$ cat src/hdl/iert_pkg.sv
`timescale 1ns / 1ps
// ----------------------------------------------------------------------------
// iert_pkg: shared types and constants of the echo reply tracker
// Event codes, register indexes, timing constants and the records that
// travel between the front end, the queue and the back end.
// ----------------------------------------------------------------------------
package iert_pkg;

  localparam int DUP_WINDOW_DEF = 1024;
  localparam int QUEUE_DEPTH    = 8;
  localparam int CFG_AW         = 4;

  localparam logic [15:0] MY_ID_RST      = 16'd45007;
  localparam logic [15:0] PING_COUNT_RST = 16'd4;
  localparam logic [10:0] DATA_LEN_RST   = 11'd56;

  localparam logic [7:0]  ICMP_ECHO_REPLY   = 8'd0;
  localparam logic [7:0]  ICMP_ECHO_REQUEST = 8'd8;
  localparam logic [15:0] ICMP_HDR_LEN      = 16'd8;

  localparam logic [19:0] USEC_MAX      = 20'd999999;
  localparam logic [20:0] USEC_PER_SEC  = 21'd1000000;
  localparam logic [31:0] TRIP_PER_SEC  = 32'd10000;
  // floor(x / 100) == (x * DIV100_MUL) >> DIV100_SHIFT for x below 2^20.
  localparam logic [40:0] DIV100_MUL    = 41'd1342178;
  localparam int          DIV100_SHIFT  = 27;
  localparam int          TRIP_FRAC_W   = 14;
  localparam logic [31:0] TRIP_MIN_RST  = 32'h0000_FFFF;

  typedef enum logic [1:0] {
    REG_MY_ID      = 2'd0,
    REG_PING_COUNT = 2'd1,
    REG_DATA_LEN   = 2'd2
  } reg_idx_t;

  typedef enum logic [2:0] {
    EV_SENT    = 3'd0,
    EV_SHORT   = 3'd1,
    EV_FOREIGN = 3'd2,
    EV_REPLY   = 3'd3,
    EV_DUP     = 3'd4,
    EV_REQUEST = 3'd5,
    EV_OTHER   = 3'd6
  } ev_t;

  // Classified item handed from the front end to the back end.
  typedef struct packed {
    ev_t         ev;
    logic [15:0] seq;
    logic [15:0] slot;
    logic [31:0] trip;
  } entry_t;

  typedef struct packed {
    ev_t         event_res;
    logic [15:0] out_sequence;
    logic [31:0] trip_time;
    logic [31:0] sent_total;
    logic [31:0] received_total;
    logic [31:0] duplicate_total;
    logic [31:0] min_trip;
    logic [31:0] max_trip;
    logic [31:0] trip_sum;
    logic        send_more;
    logic        all_received;
  } result_t;

endpackage

$ cat src/hdl/iert_if.sv
`timescale 1ns / 1ps
// ----------------------------------------------------------------------------
// iert_in_if / iert_out_if: item channels of the echo reply tracker
// Valid/ready channels carrying one input event or one result item.
// ----------------------------------------------------------------------------
interface iert_in_if;
  logic        valid;
  logic        ready;
  logic        kind;
  logic [15:0] packet_length;
  logic [7:0]  pkt_type;
  logic [15:0] icmp_ident;
  logic [15:0] icmp_sequence;
  logic [31:0] now_sec;
  logic [19:0] now_usec;
  logic [31:0] sent_sec;
  logic [19:0] sent_usec;

  modport source (
    output valid, kind, packet_length, pkt_type, icmp_ident, icmp_sequence,
           now_sec, now_usec, sent_sec, sent_usec,
    input  ready
  );
  modport sink (
    input  valid, kind, packet_length, pkt_type, icmp_ident, icmp_sequence,
           now_sec, now_usec, sent_sec, sent_usec,
    output ready
  );
endinterface

interface iert_out_if;
  logic        valid;
  logic        ready;
  logic [2:0]  event_res;
  logic [15:0] out_sequence;
  logic [31:0] trip_time;
  logic [31:0] sent_total;
  logic [31:0] received_total;
  logic [31:0] duplicate_total;
  logic [31:0] min_trip;
  logic [31:0] max_trip;
  logic [31:0] trip_sum;
  logic        send_more;
  logic        all_received;

  modport source (
    output valid, event_res, out_sequence, trip_time, sent_total, received_total,
           duplicate_total, min_trip, max_trip, trip_sum, send_more, all_received,
    input  ready
  );
  modport sink (
    input  valid, event_res, out_sequence, trip_time, sent_total, received_total,
           duplicate_total, min_trip, max_trip, trip_sum, send_more, all_received,
    output ready
  );
endinterface

$ cat src/hdl/iert_front.sv
`timescale 1ns / 1ps
// ----------------------------------------------------------------------------
// iert_front: event intake and classification
// Accepts events, classifies them, computes the round-trip time and the
// window slot in a three-stage pipeline and pushes the result to the queue.
// ----------------------------------------------------------------------------
module iert_front #(
  parameter int DUP_WINDOW = iert_pkg::DUP_WINDOW_DEF
) (
  input  logic            clk,
  input  logic            rst_n,
  iert_in_if.sink         in_item,
  input  logic [15:0]     my_id,
  input  logic [10:0]     data_len,
  input  logic            clr_busy,
  input  logic            q_pop,
  output logic            push,
  output iert_pkg::entry_t push_entry
);
  import iert_pkg::*;

  localparam int OCC_W = $clog2(QUEUE_DEPTH + 1);
  localparam logic [47:0] SLOT_RECIP =
    48'(((64'd1 << 32) + 64'(DUP_WINDOW) - 64'd1) / 64'(DUP_WINDOW));
  localparam logic [32:0] WIN = 33'(DUP_WINDOW);

  logic [OCC_W-1:0] occ_r, occ_nxt;
  logic [15:0]      sent_seq_r;
  logic             accept;

  // Stage 1
  logic        s1_vld_r;
  ev_t         s1_ev_r;
  logic [15:0] s1_seq_r;
  logic [19:0] s1_nus_r, s1_sus_r;
  logic [31:0] s1_sdr_r;
  // Stage 2
  logic        s2_vld_r;
  ev_t         s2_ev_r;
  logic [15:0] s2_seq_r;
  logic [19:0] s2_udiff_r;
  logic [31:0] s2_sdiff_r;
  logic [15:0] s2_q_r;
  // Stage 3
  logic        s3_vld_r;
  ev_t         s3_ev_r;
  logic [15:0] s3_seq_r;
  logic [31:0] s3_psec_r;
  logic [TRIP_FRAC_W-1:0] s3_frac_r;
  logic [15:0] s3_slot_r;

  ev_t         ev_c;
  logic [15:0] min_len;
  logic [15:0] seq_c;
  logic        borrow;
  logic [20:0] udiff21;
  logic [47:0] qprod;
  logic [32:0] qwin;
  logic [16:0] slot17;
  logic [40:0] uprod;

  // Items in the pipeline or the queue; the queue can never overflow.
  assign in_item.ready = !clr_busy && (occ_r < OCC_W'(QUEUE_DEPTH));
  assign accept        = in_item.valid && in_item.ready;
  assign occ_nxt       = occ_r + OCC_W'(accept) - OCC_W'(q_pop);

  assign min_len = {5'b0, data_len} + ICMP_HDR_LEN;
  assign seq_c   = in_item.kind ? in_item.icmp_sequence : sent_seq_r + 16'd1;

  always_comb begin
    priority if (!in_item.kind) begin
      ev_c = EV_SENT;
    end else if (in_item.packet_length < min_len) begin
      ev_c = EV_SHORT;
    end else if (in_item.icmp_ident != my_id) begin
      ev_c = EV_FOREIGN;
    end else if (in_item.pkt_type == ICMP_ECHO_REPLY) begin
      ev_c = EV_REPLY;
    end else if (in_item.pkt_type == ICMP_ECHO_REQUEST) begin
      ev_c = EV_REQUEST;
    end else begin
      ev_c = EV_OTHER;
    end
  end

  assign borrow  = s1_nus_r < s1_sus_r;
  assign udiff21 = borrow ? ({1'b0, s1_nus_r} + USEC_PER_SEC - {1'b0, s1_sus_r})
                          : ({1'b0, s1_nus_r} - {1'b0, s1_sus_r});
  assign qprod   = 48'(s1_seq_r) * SLOT_RECIP;

  assign qwin   = 33'(s2_q_r) * WIN;
  assign slot17 = {1'b0, s2_seq_r} - qwin[16:0];
  assign uprod  = 41'(s2_udiff_r) * DIV100_MUL;

  always_ff @(posedge clk) begin
    if (!rst_n) begin
      occ_r      <= '0;
      sent_seq_r <= '0;
      s1_vld_r   <= 1'b0;
      s2_vld_r   <= 1'b0;
      s3_vld_r   <= 1'b0;
    end else begin
      occ_r    <= occ_nxt;
      s1_vld_r <= accept;
      s2_vld_r <= s1_vld_r;
      s3_vld_r <= s2_vld_r;
      if (accept && !in_item.kind) begin
        sent_seq_r <= seq_c;
      end
    end
  end

  always_ff @(posedge clk) begin
    s1_ev_r  <= ev_c;
    s1_seq_r <= seq_c;
    s1_nus_r <= (in_item.now_usec > USEC_MAX) ? USEC_MAX : in_item.now_usec;
    s1_sus_r <= (in_item.sent_usec > USEC_MAX) ? USEC_MAX : in_item.sent_usec;
    s1_sdr_r <= in_item.now_sec - in_item.sent_sec;

    s2_ev_r    <= s1_ev_r;
    s2_seq_r   <= s1_seq_r;
    s2_udiff_r <= udiff21[19:0];
    s2_sdiff_r <= s1_sdr_r - {31'b0, borrow};
    s2_q_r     <= qprod[47:32];

    s3_ev_r   <= s2_ev_r;
    s3_seq_r  <= s2_seq_r;
    s3_psec_r <= s2_sdiff_r * TRIP_PER_SEC;
    s3_frac_r <= uprod[DIV100_SHIFT +: TRIP_FRAC_W];
    s3_slot_r <= slot17[15:0];
  end

  assign push            = s3_vld_r;
  assign push_entry.ev   = s3_ev_r;
  assign push_entry.seq  = s3_seq_r;
  assign push_entry.slot = s3_slot_r;
  assign push_entry.trip = s3_psec_r + 32'(s3_frac_r);

endmodule

$ cat src/hdl/iert_queue.sv
`timescale 1ns / 1ps
// ----------------------------------------------------------------------------
// iert_queue: classified item queue
// Small register FIFO between the front end and the back end.
// ----------------------------------------------------------------------------
module iert_queue (
  input  logic             clk,
  input  logic             rst_n,
  input  logic             push,
  input  iert_pkg::entry_t push_entry,
  input  logic             pop,
  output logic             head_vld,
  output iert_pkg::entry_t head
);
  import iert_pkg::*;

  localparam int PTR_W = $clog2(QUEUE_DEPTH);
  localparam int CNT_W = $clog2(QUEUE_DEPTH + 1);
  localparam logic [PTR_W-1:0] PTR_LAST = PTR_W'(QUEUE_DEPTH - 1);

  entry_t           slots_r [QUEUE_DEPTH];
  logic [PTR_W-1:0] wr_ptr_r, rd_ptr_r;
  logic [CNT_W-1:0] cnt_r;

  always_ff @(posedge clk) begin
    if (!rst_n) begin
      wr_ptr_r <= '0;
      rd_ptr_r <= '0;
      cnt_r    <= '0;
    end else begin
      if (push) begin
        wr_ptr_r <= (wr_ptr_r == PTR_LAST) ? '0 : wr_ptr_r + 1'b1;
      end
      if (pop) begin
        rd_ptr_r <= (rd_ptr_r == PTR_LAST) ? '0 : rd_ptr_r + 1'b1;
      end
      cnt_r <= cnt_r + CNT_W'(push) - CNT_W'(pop);
    end
  end

  always_ff @(posedge clk) begin
    if (push) begin
      slots_r[wr_ptr_r] <= push_entry;
    end
  end

  assign head_vld = (cnt_r != '0);
  assign head     = slots_r[rd_ptr_r];

endmodule

$ cat src/hdl/iert_back.sv
`timescale 1ns / 1ps
// ----------------------------------------------------------------------------
// iert_back: statistics update and result register
// Looks up the duplicate window, updates the counters and trip statistics
// and holds each result until the receiver takes it.
// ----------------------------------------------------------------------------
module iert_back #(
  parameter int DUP_WINDOW = iert_pkg::DUP_WINDOW_DEF
) (
  input  logic             clk,
  input  logic             rst_n,
  input  logic             head_vld,
  input  iert_pkg::entry_t head,
  output logic             q_pop,
  input  logic [15:0]      ping_count,
  output logic             clr_busy,
  iert_out_if.source       out_item
);
  import iert_pkg::*;

  localparam int SLOT_W = $clog2(DUP_WINDOW);
  localparam logic [SLOT_W-1:0] SLOT_LAST = SLOT_W'(DUP_WINDOW - 1);

  logic seen_mem [DUP_WINDOW];

  logic              clr_busy_r;
  logic [SLOT_W-1:0] clr_idx_r;

  logic        b2_vld_r;
  entry_t      b2_entry_r;
  logic        rd_bit_r;
  logic        fwd_hit_r, fwd_bit_r;

  logic [31:0] sent_r, recv_r, dup_r, min_r, max_r, sum_r;
  logic [31:0] sent_nxt, recv_nxt, dup_nxt, min_nxt, max_nxt, sum_nxt;

  logic        out_vld_r;
  result_t     res_r, res_nxt;

  logic              b1_adv, b2_adv;
  logic [SLOT_W-1:0] rd_addr, wr_addr;
  logic              b2_we, b2_wd;
  logic              seen, is_reply, is_sent;

  assign b2_adv  = b2_vld_r && (!out_vld_r || out_item.ready);
  assign b1_adv  = head_vld && (!b2_vld_r || b2_adv);
  assign q_pop   = b1_adv;
  assign rd_addr = head.slot[SLOT_W-1:0];
  assign wr_addr = b2_entry_r.slot[SLOT_W-1:0];

  assign is_reply = (b2_entry_r.ev == EV_REPLY);
  assign is_sent  = (b2_entry_r.ev == EV_SENT);
  assign b2_we    = b2_adv && (is_reply || is_sent);
  assign b2_wd    = is_reply;
  // The item ahead may have written this slot at the edge the read was taken.
  assign seen     = fwd_hit_r ? fwd_bit_r : rd_bit_r;

  always_ff @(posedge clk) begin
    if (clr_busy_r) begin
      seen_mem[clr_idx_r] <= 1'b0;
    end else if (b2_we) begin
      seen_mem[wr_addr] <= b2_wd;
    end
    if (b1_adv) begin
      rd_bit_r <= seen_mem[rd_addr];
    end
  end

  always_comb begin
    sent_nxt = sent_r + 32'(is_sent);
    recv_nxt = recv_r + 32'(is_reply && !seen);
    dup_nxt  = dup_r + 32'(is_reply && seen);
    min_nxt  = (is_reply && (b2_entry_r.trip < min_r)) ? b2_entry_r.trip : min_r;
    max_nxt  = (is_reply && (b2_entry_r.trip > max_r)) ? b2_entry_r.trip : max_r;
    sum_nxt  = is_reply ? sum_r + b2_entry_r.trip : sum_r;

    res_nxt.event_res       = (is_reply && seen) ? EV_DUP : b2_entry_r.ev;
    res_nxt.out_sequence    = is_sent ? b2_entry_r.seq : 16'd0;
    res_nxt.trip_time       = is_reply ? b2_entry_r.trip : 32'd0;
    res_nxt.sent_total      = sent_nxt;
    res_nxt.received_total  = recv_nxt;
    res_nxt.duplicate_total = dup_nxt;
    res_nxt.min_trip        = min_nxt;
    res_nxt.max_trip        = max_nxt;
    res_nxt.trip_sum        = sum_nxt;
    res_nxt.send_more       = is_sent &&
                              ((ping_count == 16'd0) || (sent_nxt < {16'd0, ping_count}));
    res_nxt.all_received    = (ping_count != 16'd0) && (recv_nxt >= {16'd0, ping_count});
  end

  always_ff @(posedge clk) begin
    if (!rst_n) begin
      clr_busy_r <= 1'b1;
      clr_idx_r  <= '0;
      b2_vld_r   <= 1'b0;
      out_vld_r  <= 1'b0;
      sent_r     <= '0;
      recv_r     <= '0;
      dup_r      <= '0;
      min_r      <= TRIP_MIN_RST;
      max_r      <= '0;
      sum_r      <= '0;
    end else begin
      if (clr_busy_r) begin
        clr_idx_r <= clr_idx_r + 1'b1;
        if (clr_idx_r == SLOT_LAST) begin
          clr_busy_r <= 1'b0;
        end
      end
      if (b1_adv) begin
        b2_vld_r <= 1'b1;
      end else if (b2_adv) begin
        b2_vld_r <= 1'b0;
      end
      if (b2_adv) begin
        out_vld_r <= 1'b1;
        sent_r    <= sent_nxt;
        recv_r    <= recv_nxt;
        dup_r     <= dup_nxt;
        min_r     <= min_nxt;
        max_r     <= max_nxt;
        sum_r     <= sum_nxt;
      end else if (out_item.ready) begin
        out_vld_r <= 1'b0;
      end
    end
  end

  always_ff @(posedge clk) begin
    if (b1_adv) begin
      b2_entry_r <= head;
      fwd_hit_r  <= b2_we && (wr_addr == rd_addr);
      fwd_bit_r  <= b2_wd;
    end
    if (b2_adv) begin
      res_r <= res_nxt;
    end
  end

  assign clr_busy                = clr_busy_r;
  assign out_item.valid          = out_vld_r;
  assign out_item.event_res      = res_r.event_res;
  assign out_item.out_sequence   = res_r.out_sequence;
  assign out_item.trip_time      = res_r.trip_time;
  assign out_item.sent_total     = res_r.sent_total;
  assign out_item.received_total = res_r.received_total;
  assign out_item.duplicate_total = res_r.duplicate_total;
  assign out_item.min_trip       = res_r.min_trip;
  assign out_item.max_trip       = res_r.max_trip;
  assign out_item.trip_sum       = res_r.trip_sum;
  assign out_item.send_more      = res_r.send_more;
  assign out_item.all_received   = res_r.all_received;

endmodule

$ cat src/hdl/icmp_echo_reply_tracker.sv
`timescale 1ns / 1ps
// ----------------------------------------------------------------------------
// icmp_echo_reply_tracker: sender-side ping statistics
// Counts sent requests, checks received ICMP packets, measures round-trip
// times and flags duplicate replies.
// ----------------------------------------------------------------------------
// Usage:
//   in_item carries one event: a request being sent (kind 0) or a received
//   ICMP packet (kind 1) with its reception and echoed send timestamps.
//   out_item returns exactly one result item per event, in order, with the
//   event class and the statistics after the event.
//   The APB port sets the identifier, the ping count and the payload length;
//   write it only while no event is in flight.
// Timing:
//   One event per cycle is accepted and produced as long as out_item is
//   taken. A result passes three front stages, the queue, and the window
//   lookup in the back end, whose single memory read is the per-item step.
// Reset and stalls:
//   After reset the duplicate window is cleared one slot per cycle, and
//   in_item.ready stays low until it is clear. When the receiver stalls
//   the last result is held, and up to 9 further events are still taken (one
//   into the window lookup stage, eight into the pipeline and queue) before
//   in_item.ready drops.
// ----------------------------------------------------------------------------
module icmp_echo_reply_tracker #(
  parameter int DUP_WINDOW = iert_pkg::DUP_WINDOW_DEF
) (
  input  logic                        clk,
  input  logic                        rst_n,
  iert_in_if.sink                     in_item,
  iert_out_if.source                  out_item,
  input  logic                        psel,
  input  logic                        penable,
  input  logic                        pwrite,
  input  logic [iert_pkg::CFG_AW-1:0] paddr,
  input  logic [31:0]                 pwdata,
  output logic [31:0]                 prdata,
  output logic                        pready
);
  import iert_pkg::*;

  logic [15:0] my_id_r;
  logic [15:0] ping_count_r;
  logic [10:0] data_len_r;
  logic        cfg_we;
  reg_idx_t    cfg_idx;

  logic        clr_busy;
  logic        q_pop;
  logic        push;
  entry_t      push_entry;
  logic        head_vld;
  entry_t      head;

  assign pready  = 1'b1;
  assign cfg_we  = psel && penable && pwrite;
  assign cfg_idx = reg_idx_t'(paddr[3:2]);

  always_ff @(posedge clk) begin
    if (!rst_n) begin
      my_id_r      <= MY_ID_RST;
      ping_count_r <= PING_COUNT_RST;
      data_len_r   <= DATA_LEN_RST;
    end else if (cfg_we) begin
      unique case (cfg_idx)
        REG_MY_ID:      my_id_r      <= pwdata[15:0];
        REG_PING_COUNT: ping_count_r <= pwdata[15:0];
        REG_DATA_LEN:   data_len_r   <= pwdata[10:0];
        default: ;
      endcase
    end
  end

  always_comb begin
    unique case (cfg_idx)
      REG_MY_ID:      prdata = {16'd0, my_id_r};
      REG_PING_COUNT: prdata = {16'd0, ping_count_r};
      REG_DATA_LEN:   prdata = {21'd0, data_len_r};
      default:        prdata = 32'd0;
    endcase
  end

  iert_front #(.DUP_WINDOW(DUP_WINDOW)) u_front (
    .clk        (clk),
    .rst_n      (rst_n),
    .in_item    (in_item),
    .my_id      (my_id_r),
    .data_len   (data_len_r),
    .clr_busy   (clr_busy),
    .q_pop      (q_pop),
    .push       (push),
    .push_entry (push_entry)
  );

  iert_queue u_queue (
    .clk        (clk),
    .rst_n      (rst_n),
    .push       (push),
    .push_entry (push_entry),
    .pop        (q_pop),
    .head_vld   (head_vld),
    .head       (head)
  );

  iert_back #(.DUP_WINDOW(DUP_WINDOW)) u_back (
    .clk        (clk),
    .rst_n      (rst_n),
    .head_vld   (head_vld),
    .head       (head),
    .q_pop      (q_pop),
    .ping_count (ping_count_r),
    .clr_busy   (clr_busy),
    .out_item   (out_item)
  );

endmodule

$ cat src/flat_wrapper.sv
// flat-port wrapper written by rule: the top's interface ports become plain ports
module icmp_echo_reply_tracker_flat import iert_pkg::*;
#(
  parameter int DUP_WINDOW = iert_pkg::DUP_WINDOW_DEF
)
  (clk, rst_n, psel, penable, pwrite, paddr, pwdata, prdata, pready, in_item_valid, in_item_kind, in_item_packet_length, in_item_pkt_type, in_item_icmp_ident, in_item_icmp_sequence, in_item_now_sec, in_item_now_usec, in_item_sent_sec, in_item_sent_usec, in_item_ready, out_item_valid, out_item_event_res, out_item_out_sequence, out_item_trip_time, out_item_sent_total, out_item_received_total, out_item_duplicate_total, out_item_min_trip, out_item_max_trip, out_item_trip_sum, out_item_send_more, out_item_all_received, out_item_ready);
  iert_in_if in_item_i ();
  iert_out_if out_item_i ();
  input  logic clk;
  input  logic rst_n;
  input  logic psel;
  input  logic penable;
  input  logic pwrite;
  input  logic [iert_pkg::CFG_AW-1:0] paddr;
  input  logic [31:0] pwdata;
  output logic [31:0] prdata;
  output logic pready;
  input wire logic [$bits(in_item_i.valid)-1:0] in_item_valid;
  input wire logic [$bits(in_item_i.kind)-1:0] in_item_kind;
  input wire logic [$bits(in_item_i.packet_length)-1:0] in_item_packet_length;
  input wire logic [$bits(in_item_i.pkt_type)-1:0] in_item_pkt_type;
  input wire logic [$bits(in_item_i.icmp_ident)-1:0] in_item_icmp_ident;
  input wire logic [$bits(in_item_i.icmp_sequence)-1:0] in_item_icmp_sequence;
  input wire logic [$bits(in_item_i.now_sec)-1:0] in_item_now_sec;
  input wire logic [$bits(in_item_i.now_usec)-1:0] in_item_now_usec;
  input wire logic [$bits(in_item_i.sent_sec)-1:0] in_item_sent_sec;
  input wire logic [$bits(in_item_i.sent_usec)-1:0] in_item_sent_usec;
  output wire logic [$bits(in_item_i.ready)-1:0] in_item_ready;
  output wire logic [$bits(out_item_i.valid)-1:0] out_item_valid;
  output wire logic [$bits(out_item_i.event_res)-1:0] out_item_event_res;
  output wire logic [$bits(out_item_i.out_sequence)-1:0] out_item_out_sequence;
  output wire logic [$bits(out_item_i.trip_time)-1:0] out_item_trip_time;
  output wire logic [$bits(out_item_i.sent_total)-1:0] out_item_sent_total;
  output wire logic [$bits(out_item_i.received_total)-1:0] out_item_received_total;
  output wire logic [$bits(out_item_i.duplicate_total)-1:0] out_item_duplicate_total;
  output wire logic [$bits(out_item_i.min_trip)-1:0] out_item_min_trip;
  output wire logic [$bits(out_item_i.max_trip)-1:0] out_item_max_trip;
  output wire logic [$bits(out_item_i.trip_sum)-1:0] out_item_trip_sum;
  output wire logic [$bits(out_item_i.send_more)-1:0] out_item_send_more;
  output wire logic [$bits(out_item_i.all_received)-1:0] out_item_all_received;
  input wire logic [$bits(out_item_i.ready)-1:0] out_item_ready;
  assign in_item_i.valid = in_item_valid;
  assign in_item_i.kind = in_item_kind;
  assign in_item_i.packet_length = in_item_packet_length;
  assign in_item_i.pkt_type = in_item_pkt_type;
  assign in_item_i.icmp_ident = in_item_icmp_ident;
  assign in_item_i.icmp_sequence = in_item_icmp_sequence;
  assign in_item_i.now_sec = in_item_now_sec;
  assign in_item_i.now_usec = in_item_now_usec;
  assign in_item_i.sent_sec = in_item_sent_sec;
  assign in_item_i.sent_usec = in_item_sent_usec;
  assign in_item_ready = in_item_i.ready;
  assign out_item_valid = out_item_i.valid;
  assign out_item_event_res = out_item_i.event_res;
  assign out_item_out_sequence = out_item_i.out_sequence;
  assign out_item_trip_time = out_item_i.trip_time;
  assign out_item_sent_total = out_item_i.sent_total;
  assign out_item_received_total = out_item_i.received_total;
  assign out_item_duplicate_total = out_item_i.duplicate_total;
  assign out_item_min_trip = out_item_i.min_trip;
  assign out_item_max_trip = out_item_i.max_trip;
  assign out_item_trip_sum = out_item_i.trip_sum;
  assign out_item_send_more = out_item_i.send_more;
  assign out_item_all_received = out_item_i.all_received;
  assign out_item_i.ready = out_item_ready;
  icmp_echo_reply_tracker #(.DUP_WINDOW(DUP_WINDOW)) u_core (.clk(clk), .rst_n(rst_n), .in_item(in_item_i), .out_item(out_item_i), .psel(psel), .penable(penable), .pwrite(pwrite), .paddr(paddr), .pwdata(pwdata), .prdata(prdata), .pready(pready));
endmodule
$ cat config.mk
export PLATFORM = sky130hd
export DESIGN_NAME = icmp_echo_reply_tracker_flat
export DESIGN_NICKNAME = d
export VERILOG_FILES = /design/src/hdl/iert_pkg.sv /design/src/hdl/iert_if.sv /design/src/hdl/iert_front.sv /design/src/hdl/iert_queue.sv /design/src/hdl/iert_back.sv /design/src/hdl/icmp_echo_reply_tracker.sv /design/src/flat_wrapper.sv
export SDC_FILE = /design/constraint.sdc
export NUM_CORES = 2
export LEC_CHECK = 0
export CAP_MARGIN = 20
export CORE_ASPECT_RATIO = 2
export CORE_MARGIN = 4
export CORE_UTILIZATION = 35
export DETAILED_ROUTE_END_ITERATION = 16
export DONT_BUFFER_PORTS = 1
export HOLD_SLACK_MARGIN = 0.05
export PLACE_DENSITY_LB_ADDON = 0.2
export SLEW_MARGIN = 25
export SYNTH_ARGS = -nofsm -noshare
export SYNTH_HDL_FRONTEND = slang
export SYNTH_SLANG_ARGS = --single-unit
$ cat constraint.sdc
create_clock -name clk -period 46.5 [get_ports clk]
set_input_delay 6.975 -clock clk [delete_from_list [all_inputs] [get_ports clk]]
set_output_delay 6.975 -clock clk [all_outputs]
set_load 0.02 [all_outputs]
Word-level counts from Yosys, hierarchy flattened
Memories as Yosys holds them, arrays and structs flattened. A register that Yosys moved wholly into a read port is not among the register bits.
Cells that the tools add are included.
{"block": "totals", "ff_bits": 834, "latchBits": 0, "mem_count": 2, "rom_bits": 0, "inputBits": 204, "mem_bits_rw": 1560, "word_cells": 167}
{"name": "u_core.u_back.seen_mem", "words": 1024, "width": 1, "rd": 1, "rd_ports_with_merged_regs": 1, "wr": 1, "line": "iert_back.sv:24", "source": "logic seen_mem [DUP_WINDOW];"}
{"name": "u_core.u_queue.slots_r", "words": 8, "width": 67, "rd": 1, "rd_ports_with_merged_regs": 1, "wr": 1, "line": "iert_queue.sv:21", "source": "entry_t slots_r [QUEUE_DEPTH];"}
{"block": "op_classes", "reduce_logical": 38, "magnitude_cmp": 9, "n_mux": 31, "n_mul": 2, "add_sub_neg": 20, "n_bitwise": 1, "shifts": 0, "n_div": 0, "eq_ne": 9}
{"op": "adder 32 x 1 -> 32 bit", "count": 3}
{"op": "two-way mux 32 bit", "count": 3}
{"op": "one-hot mux 16 bit (3 select lines)", "count": 1}
{"op": "> comparator 20 bit (second input constant)", "count": 2}
{"op": "multiplier 20 x 20 -> 40 bit (second input constant)", "count": 1}
{"op": "subtractor 20 bit", "count": 2}
{"op": "adder 32 x 14 -> 32 bit", "count": 1}
{"op": "adder 32 bit", "count": 1}
{"op": ">= comparator 32 x 16 -> 1 bit", "count": 1}
{"op": "> comparator 32 bit", "count": 1}
{"op": "less-than comparator 32 x 16 -> 1 bit", "count": 1}
{"op": "less-than comparator 32 bit", "count": 1}
{"op": "multiplier 32 x 10 -> 28 bit (second input constant)", "count": 1}
{"op": "subtractor 32 x 1 -> 32 bit", "count": 1}
{"op": "subtractor 32 bit", "count": 1}
{"op": "adder 20 bit (second input constant)", "count": 1}
{"op": "less-than comparator 20 bit", "count": 1}
{"op": "two-way mux 20 bit", "count": 1}
{"op": "two-way mux 1 bit", "count": 17}
{"op": "adder 16 x 1 -> 16 bit (second input constant)", "count": 1}
{"op": "logical NOT 16 bit", "count": 1}
{"op": "less-than comparator 16 x 12 -> 1 bit", "count": 1}
{"op": "two-way mux 16 bit", "count": 1}
{"op": "!= test 16 bit", "count": 1}
{"op": "other kinds (31)", "count": 64}

Logic depth before layout (Yosys ltp)
{"block": "logic_depth", "ltp_word": 9, "ltp_mapped": 26, "mapped_depth_nobuf": 26}

By module
From an unflattened synthesis, not the netlist that was laid out.
{"block": "hier_totals", "hier_cells": 8504, "hier_area_um2": 113767.9}
{"module": "iert_back", "cells_each": 5115, "area_per_inst_um2": 68545.7, "instances": 1}
{"module": "iert_front", "cells_each": 2298, "area_per_inst_um2": 21909.8, "instances": 1}
{"module": "iert_queue", "cells_each": 845, "area_per_inst_um2": 21091.5, "instances": 1}
{"module": "icmp_echo_reply_tracker", "cells_each": 246, "area_per_inst_um2": 2220.9, "instances": 1}

Worst setup path after synthesis
Ideal clock, no wire load.
{"block": "synth_timing", "path_type": "input port to flip-flop", "startpoint": "in out_item_ready", "endpoint": "mem u_core.u_back.seen_mem[0] (data pin)", "stages": 8, "setup_time_ps": 4966, "setup_slack_ps": 10011, "required_time_ps": 41534, "path_buffers": 2, "arrival_ps": 31523, "path_cell_list": "nor2b_1 nand2b_1 inv_1 o21ai_1 or2_1 clkbuf_1 clkbuf_1 nor2_1"}
{"block": "synth_via", "elab_chain_len": 8}
{"element": "start: declaration", "line": "flat_wrapper.sv:41", "source": "input wire logic [$bits(out_item_i.ready)-1:0] out_item_ready;"}
{"element": "logical OR 1 bit", "line": "iert_back.sv:45", "source": "assign b2_adv = b2_vld_r && (!out_vld_r || out_item.ready);"}
{"element": "logical AND 1 bit", "line": "iert_back.sv:45"}
{"element": "logical AND 1 bit", "line": "iert_back.sv:53", "source": "assign b2_we = b2_adv && (is_reply || is_sent);"}
{"element": "two-way mux 1 bit", "line": "iert_back.sv:61", "source": "end else if (b2_we) begin"}
{"element": "two-way mux 1 bit", "line": "iert_back.sv:59", "source": "if (clr_busy_r) begin"}
{"element": "two-way mux 1 bit (not written as such)", "line": "iert_back.sv:62", "source": "seen_mem[wr_addr] <= b2_wd;"}
{"element": "OR reduction 1 bit (no source line)"}
{"element": "two-way mux 1 bit (no source line)"}
{"element": "end: declaration", "line": "iert_back.sv:24"}
No other way between the ends.

Final worst setup path
{"block": "layout_timing", "startpoint": "in paddr[2] (netlist name)", "endpoint": "out prdata[7]"}
{"block": "layout_via", "elab_chain_len": 2}
{"element": "start: declaration", "line": "flat_wrapper.sv:14", "source": "input logic [iert_pkg::CFG_AW-1:0] paddr;"}
{"element": "equality test 2 bit, or another cell as far along", "line": "icmp_echo_reply_tracker.sv:75", "source": "unique case (cfg_idx)"}
{"element": "one-hot mux 16 bit (3 select lines) (*)", "line": "icmp_echo_reply_tracker.sv:75"}
{"element": "end: declaration", "line": "flat_wrapper.sv:16", "source": "output logic [31:0] prdata;"}
Every way passes the cells marked *; elsewhere a longest branch is shown, timed or not.

==> PnR_summary.wiki <==
{| class="wikitable"
! Metric !! Value
|-
| Outcome || finished, final reports clean
|-
| Cell depth of the worst flop-to-flop path || 24
|-
| Most used cells in the layout excluding fill and tap cells || 1,731 x edfxtp_1, 1,546 x nand2_1, 1,199 x nor2_1, 658 x inv_1, 531 x ha_1
|-
| Total of cells resized after clock tree synthesis || 0
|-
| Final design area excluding fillers || 120,100 um^2
|-
| Leading register cell type out of synthesis || edfxtp_1
|-
| Clk sinks || 2,230
|-
| Slowest cell delay on critical path || 0.72 ns
|-
| Vias in the first global route || 71,680
|-
| Transition at the pin with the smallest max-transition slack || 1.088 ns
|-
| Yosys reg bits || 2,230
|-
| Top cell family by delay on the critical path || simple AND/OR/NAND/NOR gates
|-
| Initial antenna violation count || 11
|-
| Die Footprint || 320,800 um^2
|-
| Data arrival at the endpoint of the critical path || 8.18 ns
|-
| Share of the yosys chip area belonging to registers || 56.88%
|-
| Die Wd || 402.5 um
|-
| Max Buffers Root-to-Sink || 4
|-
| GR Util All Layers || 18.04%
|-
| Minimum setup slack in the final design || 31.34 ns
|-
| Sum of routed wire length over all layers || 297.0 mm
|-
| Via total after detailed routing || 70,460
|-
| First-pass GRT wire length || 443.5 mm
|-
| Number of different library cells in the post-synthesis netlist || 82
|-
| Detailed router's first-iteration violation count || 5,127
|-
| Worst Setup Start Kind || input pin
|-
| Initial DRT Pass Iterations || 6
|-
| Ratio of cells with drive above 1 in the final layout || 7.722%
|-
| Clock latency of the later-clocked register in the worst-skew pair || 0.91 ns
|-
| Die H || 797.0 um
|-
| Detailed placer's ending HPWL || 185.6 mm
|-
| Final Wtd Congestion || 0.8287
|-
| Count of warnings emitted by yosys || 0
|-
| Netlist area before placement || 108,900 um^2
|-
| Number of buffers inserted during clock tree synthesis || 211
|-
| Setup Viol. Count Final || 0
|-
| Cts-stage hold buffer count || 0
|-
| Worst slack at placement || 31.35 ns
|-
| Max Cap Violations || 0
|-
| Critical path class || in2out
|-
| Slowest cell on the critical path || nor2b_1
|-
| Pin count of the biggest net entering global routing || 318
|-
| Setup total negative slack || 0 ns
|-
| Ratio of final minimum period to clock period || 32.60%
|-
| Final Critical Period || 15.16 ns
|-
| Crit path buf inv count || 0
|-
| Post-DR vias/cell || 5.123
|-
| Clock tree from TritonCTS || built
|-
| Buffer count from post-CTS setup fixing || 0
|-
| Core area || 309,900 um^2
|-
| Critical path depth || 3
|-
| CP endpoint kind || output pin
|-
| Fin. Hold Viols || 0
|-
| Initial Util || 35.16%
|-
| Hold Path Class || reg2reg
|-
| Clock-pin slew on the worst setup and hold paths || 0.07 ns
|-
| Worst EP required || 39.52 ns
|-
| Max H-tree Level || 4
|-
| Worst Hold Depth || 0
|-
| Count of input and output buffers || 0
|-
| Remaining max-slew budget at the tightest pin || 27.24%
|-
| Clock tree skew after final layout || 0.1016 ns
|-
| List of cells traversed by the critical path || nor2b_1, nand2_1, o21ai_0
|-
| Syn-to-layout area delta || 10.22%
|-
| Number of enable-type register cells in the synthesized netlist || 1,731
|-
| Final slew viol count || 0
|-
| Mapped Avg Cell Area || 11.18 um^2
|-
| Setup repair after global routing missed its margin || no
|-
| Maximum frequency from static timing analysis || 0.06597 GHz
|-
| Clk Tree Root Cell || clkbuf_16
|-
| Antenna-violating nets left || 0
|-
| Leading cell type in the layout, fill and taps excluded || edfxtp_1
|-
| Share of async-settable or async-resettable flops after synthesis || 0%
|-
| Synthesized instance count || 9,748
|-
| Num rows || 289
|-
| Placed inst area || 112,900 um^2
|-
| Number of nets in the finished design || 10,460
|-
| Global route overflow || 0
|-
| I/O pin count || 484
|-
| Critical path fanouts, max || 21
|-
| Final routed wire length divided by cell count || 21.60 um
|-
| Drt drc || 0
|}
Yosys cell counts, drive strengths merged, types with 86 or more instances:
library cell  instances  area [um^2]
nand2              1574         5913
and3                206         1289
nor2               1211         4551
xor2                139         1217
buf                 210         1028
o21ai               299         1496
edfxtp             1731        51980
ha                  531         6644
clkbuf              375         1408
fa                  221         4424
mux2                117         1318
a31oi               144        900.9
inv                 663         2489
dfxtp               499         9990
xnor2               271         2374
nand3               282         1411
and2                174         1089
mux2i                86        873.3
mux4                102         2297
a21oi               130        654.4
worst register-to-register path, stage by stage (launching register included):
cell	delay, ns
dfxtp_1	0.75
ha_1	0.46
fa_1	0.52
inv_1	0.06
fa_1	0.49
fa_1	0.56
inv_1	0.05
fa_1	0.53
fa_1	0.53
inv_1	0.05
fa_1	0.48
inv_1	0.04
ha_1	0.28
a21o_1	0.19
a21o_1	0.17
a31oi_1	0.21
o31ai_1	0.18
a41o_1	0.32
o31a_1	0.33
a41o_1	0.31
and4_4	0.22
a2111oi_4	0.40
o21bai_2	0.12
a21oi_2	0.15
xnor2_1	0.12
area by class of cell:
class / instances / area, um^2
flip-flops and latches: 2230 / 61980
inverters: 663 / 2505
multi-input cells: 6285 / 42510
diodes: 5 / 12.51
clock buffers: 252 / 5568
clock inverters: 131 / 1436
repair buffers: 113 / 979.7
well taps: 4074 / 5097
fillers: 29760 / 189800
registers in the layout, indices dropped and copies added (netlist names), 28 cells and up, named ones only:
register                                cells
u_core.u_back.out_item.trip_sum            32
u_core.u_back.out_item.min_trip            32
u_core.u_back.out_item.sent_total          32
u_core.u_queue.slots_r                    408
u_core.u_back.b2_entry_r                   51
u_core.u_front.s1_sdr_r                    28
u_core.u_front.s2_sdiff_r                  28
u_core.u_back.out_item.trip_time           32
u_core.u_back.min_r                        32
u_core.u_front.s3_psec_r                   28
u_core.u_back.seen_mem                   1024
u_core.u_back.sent_r                       32
u_core.u_back.out_item.received_total      32
u_core.u_back.max_r                        32
u_core.u_back.out_item.duplicate_total     32
u_core.u_back.out_item.max_trip            32
u_core.u_back.dup_r                        32
u_core.u_back.sum_r                        32
u_core.u_back.recv_r                       32
through the flow:
stage,hold slack (ns),utilization (%),std cells
finish,0.2850,38.75,13750
global route,0.2982,38.75,13750
global placement,0.3103,36.44,13360
floorplan,0.3096,-,9763
detailed placement,0.3121,36.44,13360
CTS,0.2858,38.70,13750
worst paths after layout:
path | start | slack (ns) | to
max | paddr[2] | 31.34 | prdata[7]
min | u_core.u_front.s2_seq_r[14] | 0.29 | u_core.u_front.s3_seq_r[14]
min reg2reg | u_core.u_front.s2_seq_r[14] | 0.29 | u_core.u_front.s3_seq_r[14]
max reg2reg | u_core.u_front.s2_udiff_r[10] | 38.85 | u_core.u_front.s3_frac_r[13]
logic make-up after synthesis:
| group | count (synthesis) | synth area share [%] |
|---|---|---|
| AOI/OAI and AO/OA | 1010 | 5.956 |
| xor gates and xnor gates | 410 | 3.296 |
| adders and majority gates | 752 | 10.16 |
| buffers and inverters | 1248 | 4.520 |
| DFF | 2230 | 56.88 |
| muxes | 305 | 4.120 |
| other | 2 | 0.006893 |
| and+or+nand+nor | 3791 | 15.06 |
metal layers:
layer / vias to the layer above / global-route usage [%] / share of wire, %
met3: 522 / 2.337 / 4.8
met1: 35180 / 19.83 / 37
met4: 6 / 7.467 / 4.4
met5: - / 0 / 0.015
met2: 1787 / 34.62 / 54
li1: 32970 / - / -
Power is not shown: default switching activity piles up to over one toggle a cycle in this logic, so the estimate is an artifact.
